--- config.mk ---
export PLATFORM = sky130hd
export DESIGN_NAME = led_cell
export DESIGN_NICKNAME = d
export VERILOG_FILES = /design/src/rtl/led_pkg.sv /design/src/rtl/led_cell.sv
export SDC_FILE = /design/constraint.sdc
export NUM_CORES = 1
export LEC_CHECK = 0
export ABC_AREA = 1
export BUFFER_PORTS_ARGS = -buffer_cell sky130_fd_sc_hd__clkbuf_2
export CAP_MARGIN = 0
export CORE_UTILIZATION = 55
export DETAILED_ROUTE_END_ITERATION = 7
export GPL_TIMING_DRIVEN = 0
export PLACE_DENSITY = 0.85
export SYNTH_ARGS = -nofsm -noshare
export SYNTH_HDL_FRONTEND = slang
export SYNTH_SLANG_ARGS = --single-unit
--- constraint.sdc ---
create_clock -name clk -period 4.84 [get_ports clk]
set_clock_uncertainty 0.1 [all_clocks]
set_input_delay 0.242 -clock clk [delete_from_list [all_inputs] [get_ports clk]]
set_output_delay 0.242 -clock clk [all_outputs]
set_load 0.005 [all_outputs]
--- src/rtl/led_pkg.sv ---
// shared types and constants for the edit distance engine
// no dependencies
package led_pkg;

  localparam int SYM_W   = 21;
  localparam int KIND_W  = 2;
  localparam int DIST_W  = 7;
  localparam int DistMax = 127;

  localparam logic [KIND_W-1:0] KIND_FIRST  = 2'd0;
  localparam logic [KIND_W-1:0] KIND_SECOND = 2'd1;
  localparam logic [KIND_W-1:0] KIND_RUN    = 2'd2;

  typedef struct packed {
    logic valid;
    logic last;
  } link_ctl_t;

endpackage

--- src/rtl/led_cell.sv ---
// one cell of the systolic row: holds one first-string symbol and one cost column
// depends on led_pkg
module led_cell import led_pkg::*; #(
  parameter int CW  = 7,
  parameter int ROW = 1
) (
  input  logic             clk,
  input  logic             rst,
  input  logic             init,
  input  logic             wr_en,
  input  logic [SYM_W-1:0] wr_sym,
  input  link_ctl_t        in_ctl,
  input  logic [SYM_W-1:0] in_sym,
  input  logic [CW-1:0]    in_up,
  input  logic [CW-1:0]    in_diag,
  output link_ctl_t        out_ctl,
  output logic [SYM_W-1:0] out_sym,
  output logic [CW-1:0]    out_up,
  output logic [CW-1:0]    out_diag
);

  logic [SYM_W-1:0] sym;
  logic [CW-1:0]    left;
  logic [CW:0]      up_cost;
  logic [CW:0]      left_cost;
  logic [CW:0]      sub_cost;
  logic [CW:0]      min_a;
  logic [CW:0]      cost;

  always_comb begin
    up_cost   = {1'b0, in_up} + 1'b1;
    left_cost = {1'b0, left} + 1'b1;
    sub_cost  = {1'b0, in_diag} + {{CW{1'b0}}, (sym != in_sym)};
    min_a     = (up_cost < left_cost) ? up_cost : left_cost;
    cost      = (min_a < sub_cost) ? min_a : sub_cost;
  end

  always_ff @(posedge clk) begin
    if (rst) begin
      out_ctl <= '0;
    end else if (init) begin
      out_ctl <= '0;
    end else begin
      out_ctl <= in_ctl;
    end
  end

  always_ff @(posedge clk) begin
    if (wr_en) begin
      sym <= wr_sym;
    end
    if (init) begin
      left <= CW'(ROW);
    end else if (in_ctl.valid) begin
      out_sym  <= in_sym;
      out_up   <= cost[CW-1:0];
      out_diag <= left;
      left     <= cost[CW-1:0];
    end
  end

endmodule

==> impl.org, run 1 <==
** Clocking
- The number of setup buffers added after CTS is 0.
- CTS placed an instance of sky130_fd_sc_hd__clkbuf_8 at the clock tree root.
- Hold repair after CTS inserted 30 buffers.
- Gates resized during post-CTS repair numbered 0.
- In this run, CTS created clock tree buffers numbering 9.
- Clock transition time at the flip-flop clock pins of the worst setup and hold paths :: 0.07 ns
- Insertion delay of the later-clocked pin in the worst-skew pair :: 0.35 ns
- CTS tree :: yes
- CTS saw 65 sinks.
- The longest clock path from root to sink contains 2 buffers.
- The H-tree was split into 3 levels.

** Detailed routing
- DRC viols :: 0
- Dividing the detail-routed via count by the number of cells gives just over 5.
- Vias after detailed routing :: 2,588
- The routed design has 8330 um of wire.
- After detailed routing, the average wire length per cell comes to 16.4 um.
- Before antenna repair, the detailed router went through 4 iterations.
- Count of routing violations after the opening detailed-route iteration :: 133
- Antenna violation net count after detailed routing :: 0

** Layout
- Fraction of layout instances using a drive strength above 1 :: 33.6%
- Leaving out fill and tap cells, the most frequent cell in the layout is sky130_fd_sc_hd__clkbuf_2.
- Number of filler cells placed in the layout :: between 300 and 400
- Top library cells by usage in the layout, fill and taps aside :: sky130_fd_sc_hd__clkbuf_2, sky130_fd_sc_hd__edfxtp_1, sky130_fd_sc_hd__nand2_1
- The number of antenna diodes in the final layout is 0.
- Count of non-filler cells in the finished layout :: ~510
- Area growth from synthesis to layout :: 33.8%
- Cells fill around 78% of the core in the end.
- At the end of the flow, the number of nets in the layout was 509.

** Global routing
- For this run, the total global-route usage over all layers was measured as between 20 and 30%.
- The first global-routing pass estimated 12,500 um of wire.
- The via count of the first global-routing pass came to 2,637.
- Global routing used 52.8% of the available met2 tracks.
- After global routing, the most crowded layer is met2.
- Met1 routing resource usage after global routing :: ~28%
- Number of antenna violations at the first check in global routing :: 0
- Met3 routing resource usage after global routing :: 6.44%
- Entering global routing, the biggest net connects 36 pins.
- Total grt overflow :: 0

** Status
- The flow ran to the end, and the final reports show no timing, DRC or antenna violations.

** Floorplan
- The die covers 6290 sq um.
- Row generation in the floorplan step produced 27 rows.
- The die is 79.3 um tall.
- For this design the top-level I/O count stands at 99.
- Die width :: 79.3 um
- Once the floorplan was initialized, standard cells occupied 58.3% of the core.
- After floorplanning, the core was sized to cover 5640 sq um.

** Yosys
- Post-synth cell types :: 30
- The mapped netlist covers 3290 sq um.
- Synthesis produced a netlist with a net count of between 300 and 400.
- The average instance in the mapped netlist occupies between 10 and 15 sq um.
- Counting flops and latches in the post-synthesis netlist gives 65.
- For this run, the number of Yosys warnings is 0.
- Mapped Cells :: 292
- The share of the Yosys chip area taken by registers is between 50% and 60%.

** STA
- Number of hold violations in the final report :: 0
- Setup repair after global routing left no endpoint under its margin.
- Max-slew headroom :: about a third
- The count of final max-slew check failures is 0.
- Derived from the worst setup path, the maximum achievable clock frequency is 243 MHz.
- Measured slew at the worst slew-check pin :: 1.01 ns
- Setup violations remaining at the end of the flow were counted as 0.
- Min Tclk post-route :: approximately 4 ns
- Period utilisation layout :: 84.9%
- In the final timing run, aggregate negative setup slack is 0 ns.
- Across all hold checks on the routed design, the worst slack comes to 0.0129 ns.

** Run
- Across the run, the number of max-cap violations was 0.

** Setup path
- STA classifies the critical path endpoint as a register.
- The worst setup path is of the primary input to register kind.
- Biggest fanout along the worst timing path :: 8
- Crit path DAT :: 4.10 ns
- Data on the critical path is required at its endpoint by 4.83 ns.
- The worst setup path is launched from a primary input.

** Power
- The analysis attributes to cell leakage a power of 2.07 nW.
- For this design the ratio of total power to cell area is 363 nW/um^2.
- Worst voltage drop across the vdd grid :: around 0.00024 V

** Placed design
- DPL Wire Length :: 5390 um
- The count of buffers added on input and output ports is 97.
- The congestion estimate from routability-driven global placement came to between 0.8 and 0.9.
- Including well taps, the total number of placed cells is approximately 460.

** Hold path
- The path class of the tightest hold or removal check is primary input to register.
## critical path, cell delays in order
cell and delay (ns):
sky130_fd_sc_hd__dlygate4sd3_1 0.54, sky130_fd_sc_hd__clkbuf_2 0.13, sky130_fd_sc_hd__xnor2_1 0.15, sky130_fd_sc_hd__nand4_1 0.14, sky130_fd_sc_hd__nor4_1 0.40, sky130_fd_sc_hd__nand3_1 0.16
sky130_fd_sc_hd__ha_1 0.26, sky130_fd_sc_hd__ha_1 0.22, sky130_fd_sc_hd__nand3_1 0.12, sky130_fd_sc_hd__nor2_1 0.05, sky130_fd_sc_hd__nand2_1 0.07, sky130_fd_sc_hd__xor2_1 0.29
sky130_fd_sc_hd__inv_1 0.08, sky130_fd_sc_hd__ha_1 0.28, sky130_fd_sc_hd__nand2_1 0.09, sky130_fd_sc_hd__nor2_1 0.07, sky130_fd_sc_hd__a211oi_4 0.44, sky130_fd_sc_hd__nand3b_1 0.16
sky130_fd_sc_hd__and2_1 0.20
## state kept, by name, summed over array words and instances (netlist names)
| signal | cells |
|---|---|
| sym | 21 |
| out_sym | 21 |
| out_ctl | 2 |
| out_up | 7 |
| left | 7 |
| out_diag | 7 |
## area by class of cell
class                   instances  area (sq um)  share of cell area, %
plain buffers                   2          11.3                  0.256
clock buffers                  10           138                   3.13
clock inverters                 6          88.8                   2.02
inverters                      38           143                   3.24
multi-input cells             187          1280                   29.1
flip-flops and latches         65          1860                   42.3
well taps                      72          90.1                   2.05
repair buffers                127           786                   17.9
## metal layers
layer / wire length [um] / share of wire (%)
met1: 3000 / 36
met2: 4570 / 55
met3: 381 / 4.6
met4: 377 / 4.5
met5: 0 / 0
## cell usage after synthesis (all sizes together)
library cell,count,area share [%]
a211oi,1,0.61
a21oi,8,1.3
and2,1,0.19
buf,1,0.23
clkbuf,1,0.11
dfxtp,9,5.5
edfxtp,56,51
ha,17,6.5
inv,38,4.3
nand2,64,10
nand3,25,5.0
nand3b,4,0.91
nand4,3,0.57
nor2,17,2.2
nor3,2,0.30
nor3b,1,0.23
nor4,3,0.57
o211ai,1,0.23
o21ai,7,1.1
or2,2,0.38
xnor2,12,3.2
xor2,19,5.1
## worst paths after layout
kind / from / endpoint / slack [ns] / depth (start not counted)
setup / recovery: in_sym[12] / out_up[0] / 0.73 / 19
hold / removal: in_sym[4] / out_sym[4] / 0.01 / 1
setup reg to reg: sym[15] / out_up[0] / 0.87 / 17
hold reg to reg: left[5] / out_diag[5] / 0.40 / 0
## cell families after synthesis
family	share of synthesized area, %
xor+xnor	8.26
buf+inv	4.68
compound gates	3.23
fa+ha+maj	6.47
flops	56.6
simple gates	20.7
## report_power, final
group          internal, mW  switching [mW]
Combinational         0.153           0.214
Sequential            0.668          0.0293
Clock                 0.305           0.225
## per-stage QoR
step                      cell area (sq um)  setup slack [ns]  power (mW)
after CTS                              4400             0.922        1.58
final                                  4400             0.730        1.59
after global routing                   4400             0.592        1.66
after floorplan                        3290              1.50       0.931
after global placement                 3860              1.13        1.03
after detailed placement               3870              1.02        1.05
Note: power is estimated with default switching activity, not from simulation.
==> run 2, diff against run 1 <==
- CORE_UTILIZATION: 55 -> 47
- PLACE_DENSITY: 0.85 -> 0.77
- clock period: 4.84 -> 3.6 ns (I/O delays scaled with it)
==> run 2 against run 1 <==
  * The flow now finishes with violations (design-rule violations)
  * Worst hold slack improved by 0.10 ns
  * Register-to-register slack got worse by 0.73 ns
  * Sequential share of layout area fell by 3.6 points
  * Die area rose by 17%
  * Via count rose by 3.4%
  * Critical path depth did not move
  * Utilization fell by 6.7 points
  * Cell area rose by 10%
  * Combinational power rose by 62%
  * Non-clock buffer count rose by 22
  * Clock-buffer cell count fell by 1
  * Critical path type is now register to register
  * Critical endpoint unchanged
  * Largest power group unchanged
==> impl.org, run 2 (synthesized netlist as in run 1, its figures left out) <==
** Status
- The flow ran to the end, but the final reports show violations.
- The checks that failed: design-rule violations.

** STA
- The tightest slew margin relative to the limit was 34.0% (+1.4 points).
- Number of slew-limit violations in the final report :: 0 (unchanged)
- The worst path needs about 3.5 ns of the cycle, external delays included.
- The number of setup violations in the final report was 0 (unchanged).
- Achievable Freq :: 289 MHz
- Measured slew at the worst slew-check pin :: 0.987 ns (-0.0210 ns)
- Final worst-path setup slack :: 0.140 ns (-0.590 ns)
- The setup TNS after final layout is 0 ns (unchanged).
- The final hold violation count is 0 (unchanged).
- Dividing the final minimum period by the clock period gives 96.1%.

** Setup path
- The data required time of the worst path was 3.60 ns (-1.23 ns).
- Crit path DAT :: 3.46 ns (-0.64 ns)
- The slowest stage of the critical path is the sky130_fd_sc_hd__dfxtp_4 cell.
- The depth of the most critical reg-to-reg path is 19 (+2).
- The biggest fanout along the worst timing path was 8 (unchanged).
- The worst setup path is of the register to register kind.
- Critical Path Sink Type :: register
- The setup slack of the worst register-to-register path is 0.14 ns (-0.73 ns).
- End of the worst register-to-register path :: out_up[0]
- The signal on the critical path passes through ha_4 -> nand3_4 -> nor3_4 -> xnor2_2 -> ha_1 -> nand2_1 -> a21oi_2 -> nand2_2 -> nand2_4 -> clkinvlp_4 -> nand2_1 -> o21ai_0 -> ha_1 -> a21oi_2 -> nor2_4 -> a211oi_4 -> buf_12 -> nand3b_1 -> and2_4.
- In this run the critical register-to-register path is launched from left[1].
- STA classifies the critical path startpoint as a register.
- Slowest stage delay, CP :: 0.38 ns (-0.16 ns)

** Placed design
- Pre-CTS worst setup slack :: -0.260 ns (-1.28 ns)
- The port buffer count was 97 (unchanged).
- The global placement routability congestion is 0.825 (-7.7%).
- The half-perimeter wire length of the detailed placement result came to 5120 um (-5.2%).

** Global routing
- Number of antenna violations at the first check in global routing :: 0 (unchanged)
- The met3 routing resource usage after global routing came to 5.58% (-0.85 points).
- GR Util met2 :: 43.1% (-9.7 points)
- Wire length of the first global-routing pass :: 12,700 um (+1.8%)
- Pin count of the biggest net entering global routing :: 36 (unchanged)
- The via count of the first global-routing pass was 2,666 (+1.1%).
- The remaining global-route overflow came to 0 (unchanged).
- Busiest metal layer after global routing :: met2
- Met1 routing resource usage after global routing :: 26.2% (-1.5 points)
- All-layer global routing usage :: 23.6% (-4.3 points)

** Layout
- From synthesis to final layout, the design area changed by 47.2%.
- The core utilization of the finished layout is 71.2% (-6.7 points).
- The share of cells above drive strength 1 was 40.7% (+7.1 points).
- Most common cell after layout, fill and taps aside :: sky130_fd_sc_hd__clkbuf_2
- The layout net count came to 531 (+4.3%).
- The number of inserted filler cells in the final layout was 449 (+30%).
- Largest registers ranked by flip-flop count :: out_sym (21), sym (21)
- The antenna diode instance count was 0 (unchanged).
- Top library cells by usage in the layout, fill and taps aside :: sky130_fd_sc_hd__clkbuf_2, sky130_fd_sc_hd__edfxtp_1, sky130_fd_sc_hd__nand2_1

** Hold path
- The path with the worst hold slack has its endpoint at left[1].
- Worst hold path startpoint :: in_ctl[1]
- Path class of the lowest-slack min-delay path :: primary input to register
- The worst hold path depth is 5 (+4).

** Clocking
- The number of buffers inserted during clock tree synthesis was 9 (unchanged).
- Cell chosen for the clock root :: sky130_fd_sc_hd__clkbuf_8
- The deepest clock path buffer count was 2 (unchanged).
- CTS tree :: yes
- Clock transition time at the flip-flop clock pins of the worst setup and hold paths :: 0.07 ns (about the same)
- The clock insertion delay at the later pin of the skew report came to 0.34 ns (about the same).
- Clock Sinks :: 65 (unchanged)
- CTS H-Tree Depth :: 3 (unchanged)

** Detailed routing
- Antenna violation net count after detailed routing :: 0 (unchanged)
- The final routed wirelength across all metal layers was 8440 um (+1.3%).
- The overall via count from detail_route came to 2,676 (+3.4%).
- The first-pass iteration count of the detailed router was 7 (+3).
- The average wire per cell in the routed design is 15.3 um (-7.1%).
- The detail-routed via count per cell was 4.84 (-5.2%).
- Count of routing violations after the opening detailed-route iteration :: 190 (+43%)
- The remaining routing DRC violations was 5 (+5).

** Floorplan
- The placeable core area came to 6790 sq um (+20%).
- Die Area :: 7330 sq um (+17%)
- Num ports :: 99 (unchanged)
- Starting density of the core :: 48.4% (-9.9 points)
- Die width :: 85.6 um (+8.0%)
- The floorplan die height came to 85.6 um (+8.0%).
- # rows :: 30 (+11%)

** Power
- The leakage power summed over all cells is 2.21 nW (+6.8%).
- The peak supply drop was 0.000214 V (-9.9%).
- Power per cell area :: 459 nW/um^2 (+27%)

** Run
- The number of violations of the max-capacitance limit was 0 (unchanged).
run 2: changes by cell type in the layout (fill, tap and decap cells not counted), sizes merged:
| cell | previous run | this run |
|---|---|---|
| clkinv | 1 | 2 |
| clkinvlp | 2 | 3 |
| clkbuf | 108 | 107 |
| buf | 1 | 9 |
| dlygate4sd3 | 30 | 44 |
| inv | 39 | 38 |
run 2: worst max-delay path, delay by kind of cell, from the launching register on:
kind / cells / cell delay, ns
compound gates: 4 / 0.60
xor+xnor: 1 / 0.12
fa+ha+maj: 3 / 0.72
buf+inv: 2 / 0.32
flops: 1 / 0.38
simple gates: 9 / 0.97
run 2: routing by layer:
layer / routed length, um / vias to the layer above
met5: 0 / -
met4: 221 / 0
met3: 441 / 18
met2: 4600 / 96
met1: 3170 / 1261
li1: - / 1301
run 2: report_power, final:
group / internal (mW) / switching (mW)
sequential: 0.900 / 0.0406
combinational: 0.269 / 0.326
clock: 0.389 / 0.299
total: 1.56 / 0.666
run 2: how the worst max path moves through the flow:
stage	start	cells past startpoint	endpoint	slack, ns
6_report	left[1]	19	out_up[0]	0.14
5_1_grt	left[1]	19	out_up[0]	-0.01
4_1_cts	left[0]	18	out_up[0]	0.008
3_5_place_dp	sym[1]	18	out_up[0]	-0.26
3_3_place_gp	sym[14]	17	out_up[0]	-0.18
2_1_floorplan	left[0]	18	out_up[0]	0.26
run 2: through the flow:
stage | power (mW) | instances | area (sq um) | hold WS (ns)
floorplan | 1.25 | 292 | 3290 | 0.156
global placement | 1.38 | 485 | 3890 | 0.258
detailed placement | 1.40 | 485 | 3900 | 0.259
CTS | 2.13 | 548 | 4620 | 0.104
global route | 2.33 | 553 | 4840 | 0.160
finish | 2.22 | 553 | 4840 | 0.118
run 2: area by class of cell:
| type | instances | area, sq um | area share (%) |
|---|---|---|---|
| Buffer | 2 | 11.3 | 0.233 |
| Clock buffer | 9 | 124 | 2.56 |
| Clock inverter | 7 | 92.6 | 1.91 |
| Inverter | 38 | 146 | 3.02 |
| Multi-Input combinational cell | 187 | 1470 | 30.4 |
| Sequential cell | 65 | 1870 | 38.7 |
| Tap cell | 96 | 120 | 2.48 |
| Timing Repair Buffer | 149 | 998 | 20.6 |
run 2: what timing repair did:
action,4_1_cts,5_1_grt
setup buffers,3,5
hold buffers,44,0
setup endpoints to repair,14,14
pin swaps,4,17
endpoints found under the hold margin,44,0
resized for setup,6,41
==> run 3, diff against run 2 <==
- CORE_MARGIN: default -> 3
- CTS_CLUSTER_DIAMETER: default -> 30
==> run 3 against run 2 <==
  * The flow now finishes without violations
  * Clock power shrank 1%
  * Sequential power shrank 0.6%
  * Worst hold slack lost 0.027 ns
  * Via count shrank 4.1%
  * Setup slack gained 0.017 ns
  * Fmax grew 0.50%
  * Cell area shrank 3.1%
  * Routed wire length shrank 4.0%
  * Clock-buffer cell count is the same
  * Utilization grew 0.15 points
  * Critical endpoint is now out_up[4]
  * Combinational power shrank 7.7%
==> impl.org, run 3 (synthesized netlist as in run 1, its figures left out) <==
** Status
- Run status :: finished, final reports clean

** Placed design
- Pre-CTS worst setup slack :: -0.212 ns (+0.0480 ns)
- Count of input and output buffers :: 97 (unchanged)
- The area after detailed placement is 3900 sq um (about the same).
- The half-perimeter wire length of the detailed placement result came to 5340 um (+4.4%).
- The global placement routability congestion came to 0.880 (+6.7%).
- The placed cell count was 482 (-0.62%).

** Power
- Cell internal pwr :: 1.53 mW (-2.0%)
- Static power due to leakage :: 2.15 nW (-2.8%)
- The net switching power was 0.635 mW (-4.6%).
- Total Power Consumption :: 2.16 mW (-2.8%)
- Power per cell area :: 461 nW/um^2 (+0.39%)
- The portion of total power attributed to the clock network was 31.3% (+0.4 points).
- The sequential fraction of design power is 43.2% (+0.9 points).
- Proportion of total power due to net switching :: 29.4% (-0.55 points)
- Part of the total power dissipated in combinational logic :: 25.4% (-1.3 points)
- Worst voltage drop across the vdd grid :: 0.000211 V (-1.5%)

** STA
- Number of slew-limit violations in the final report :: 0 (unchanged)
- Number of hold violations in the final report :: 0 (unchanged)
- The tightest slew margin relative to the limit came to 34.6% (+0.57 points).
- The final hold slack came to 0.0902 ns (-0.0274 ns).
- Total of endpoints with negative setup slack in the final report :: 0 (unchanged)
- Final worst-path setup slack :: 0.157 ns (+0.0171 ns)
- Post-route setup TNS :: 0 ns (unchanged)
- Period utilisation layout :: 95.6% (-0.47 points)
- The maximum clock rate came to 290 MHz (+0.50%).
- The transition time at the pin with the least slew margin is 0.978 ns (-0.00857 ns).
- The final period demand of the worst path was 3.44 ns (-0.0171 ns).

** Floorplan
- Vertical die dimension :: 89.6 um (+4.7%)
- # rows :: 29 (-3.3%)
- The placeable core area was 6570 sq um (-3.3%).
- The number of top-level pins was 99 (unchanged).
- Starting density of the core :: 50.1% (+1.7 points)
- The die outline width is 89.6 um (+4.7%).
- The die area is 8040 sq um (+9.6%).

** Setup path
- The largest individual stage delay along the critical path comes from the cell sky130_fd_sc_hd__edfxtp_1.
- In this design, the largest share of critical-path delay is due to simple AND/OR/NAND/NOR gates.
- The worst register-to-register path ends at out_up[4].
- The delay of the slowest cell on the worst path came to 0.39 ns (about the same).
- The setup slack of the worst register-to-register path came to 0.16 ns (+0.02 ns).
- The worst endpoint data arrival time came to 3.44 ns (-0.02 ns).
- In this run the critical register-to-register path is launched from sym[11].
- Worst-case reg-to-reg path depth :: 16 (-3)
- The cell that appears most often on the critical path is sky130_fd_sc_hd__nand3_1.
- Critical Path Sink Type :: register
- Traced cell by cell, the critical path runs through xnor2_1 -> nand4_1 -> nor4_4 -> nand3_1 -> ha_2 -> nand3_1 -> nand3b_1 -> xor2_1 -> ha_1 -> a21oi_2 -> nor2_4 -> a211oi_4 -> buf_12 -> nand2_8 -> nand2_4 -> nand2_1.
- Crit path buf inv count :: 1 (-1)
- STA classifies the critical path startpoint as a register.
- The critical path starts at sym[11].
- The biggest fanout along the worst timing path was 8 (unchanged).
- The data required time of the worst path was 3.59 ns (about the same).
- Class of the most critical setup path :: register to register

** Detailed routing
- The first-pass iteration count of the detailed router was 4 (-3).
- Average routed wire per standard cell :: 14.9 um (-2.3%)
- DRC viols :: 0 (-5)
- Antenna violation net count after detailed routing :: 0 (unchanged)
- Vias after detailed routing :: 2,566 (-4.1%)
- Count of routing violations after the opening detailed-route iteration :: 140 (-26%)
- Vias/cell :: 4.73 (-2.3%)
- Wire length after detailed routing :: 8090 um (-4.0%)

** Layout
- The layout net count is 524 (-1.3%).
- In the layout the commonest cells are sky130_fd_sc_hd__clkbuf_2, sky130_fd_sc_hd__edfxtp_1, sky130_fd_sc_hd__nand2_1.
- The total area of sequential cells came to 1870 sq um (-0.33%).
- The filler-free cell count of the finished design is 543 (-1.8%).
- Ant diodes :: 0 (unchanged)
- The multi-input combinational cell area is 1390 sq um (-5.9%).
- From synthesis to final layout, the design area changed by 42.6%.
- The number of inserted filler cells in the final layout is 451 (+0.45%).
- Fraction of layout instances using a drive strength above 1 :: 36.7% (-4.0 points)
- Final Cell Area :: 4690 sq um (-3.1%)
- The core utilization of the finished layout came to 71.4% (+0.15 points).
- The largest registers in the layout are out_sym (21), sym (21).
- Most common cell after layout, fill and taps aside :: sky130_fd_sc_hd__clkbuf_2

** Hold path
- Number of cells on the worst hold path :: 5 (unchanged)
- Path class of the lowest-slack min-delay path :: primary input to register
- Worst hold path endpoint :: left[1]
- Worst hold path startpoint :: in_ctl[1]

** Clocking
- The tree is rooted in a sky130_fd_sc_hd__clkbuf_8.
- Bufs on Longest Clock Path :: 2 (unchanged)
- CTS H-Tree Depth :: 3 (unchanged)
- CTS tree :: yes
- Number of buffers created by CTS :: 9 (unchanged)
- The clock-pin slew of the registers on the worst-case setup and hold paths came to 0.08 ns (about the same).
- The clock insertion delay at the later pin of the skew report was 0.35 ns (about the same).
- The clock sink count came to 65 (unchanged).

** Global routing
- Wire length of the first global-routing pass :: 11,600 um (-8.4%)
- Number of antenna violations at the first check in global routing :: 0 (unchanged)
- The remaining global-route overflow came to 0 (unchanged).
- All-layer global routing usage :: 19.8% (-3.8 points)
- The pin count of the biggest net entering global routing was 36 (unchanged).
- Via count of the first global-routing pass :: 2,569 (-3.6%)

** Run
- The number of violations of the max-capacitance limit came to 0 (unchanged).
==> run 3: final cells by class <==
class                   count  area share, %
flip-flops and latches     65           39.8
multi-input cells         187           29.6
repair buffers            142           20.2
inverters                  38           3.04
clock buffers               9           2.64
well taps                  93           2.48
clock inverters             7           2.00
plain buffers               2          0.240
==> run 3: worst min-delay path: stages <==
cell	delay, ns
sky130_fd_sc_hd__clkbuf_2	0.11
sky130_fd_sc_hd__nor2_1	0.05
sky130_fd_sc_hd__nor2_1	0.08
sky130_fd_sc_hd__nand2_1	0.06
sky130_fd_sc_hd__inv_1	0.04
==> run 3: what timing repair did <==
item	in CTS	in global routing
endpoints found under the hold margin	44	0
pin swaps	1	12
buffers inserted	1	0
hold buffers	44	0
gates resized for setup	5	22
setup endpoints to repair	14	14
==> run 3: worst max path at each step <==
stage | slack [ns] | cells after the start | to
finish | 0.16 | 16 | out_up[4]
global route | -0.05 | 18 | left[2]
CTS | 0.004 | 18 | out_up[0]
detailed placement | -0.21 | 17 | out_up[0]
global placement | -0.16 | 17 | out_up[0]
floorplan | 0.26 | 18 | out_up[0]
==> run 3: layer usage <==
metal  share of wire [%]  track usage, %  vias up
li1                    -               -     1293
met1                  39            23.0     1181
met2                  54            34.6       75
met3                 4.7            3.83       17
met4                 2.5            10.1        0
met5                   0               0        -
==> run 3: power groups by stage <==
| stage | clock [mW] | sequential, mW | combinational (mW) |
|---|---|---|---|
| 2_1_floorplan | 0 | 0.946 | 0.306 |
| 3_3_place_gp | 0 | 0.946 | 0.439 |
| 3_5_place_dp | 0 | 0.950 | 0.456 |
| 4_1_cts | 0.685 | 0.934 | 0.512 |
| 5_1_grt | 0.720 | 0.943 | 0.611 |
| 6_report | 0.678 | 0.935 | 0.549 |
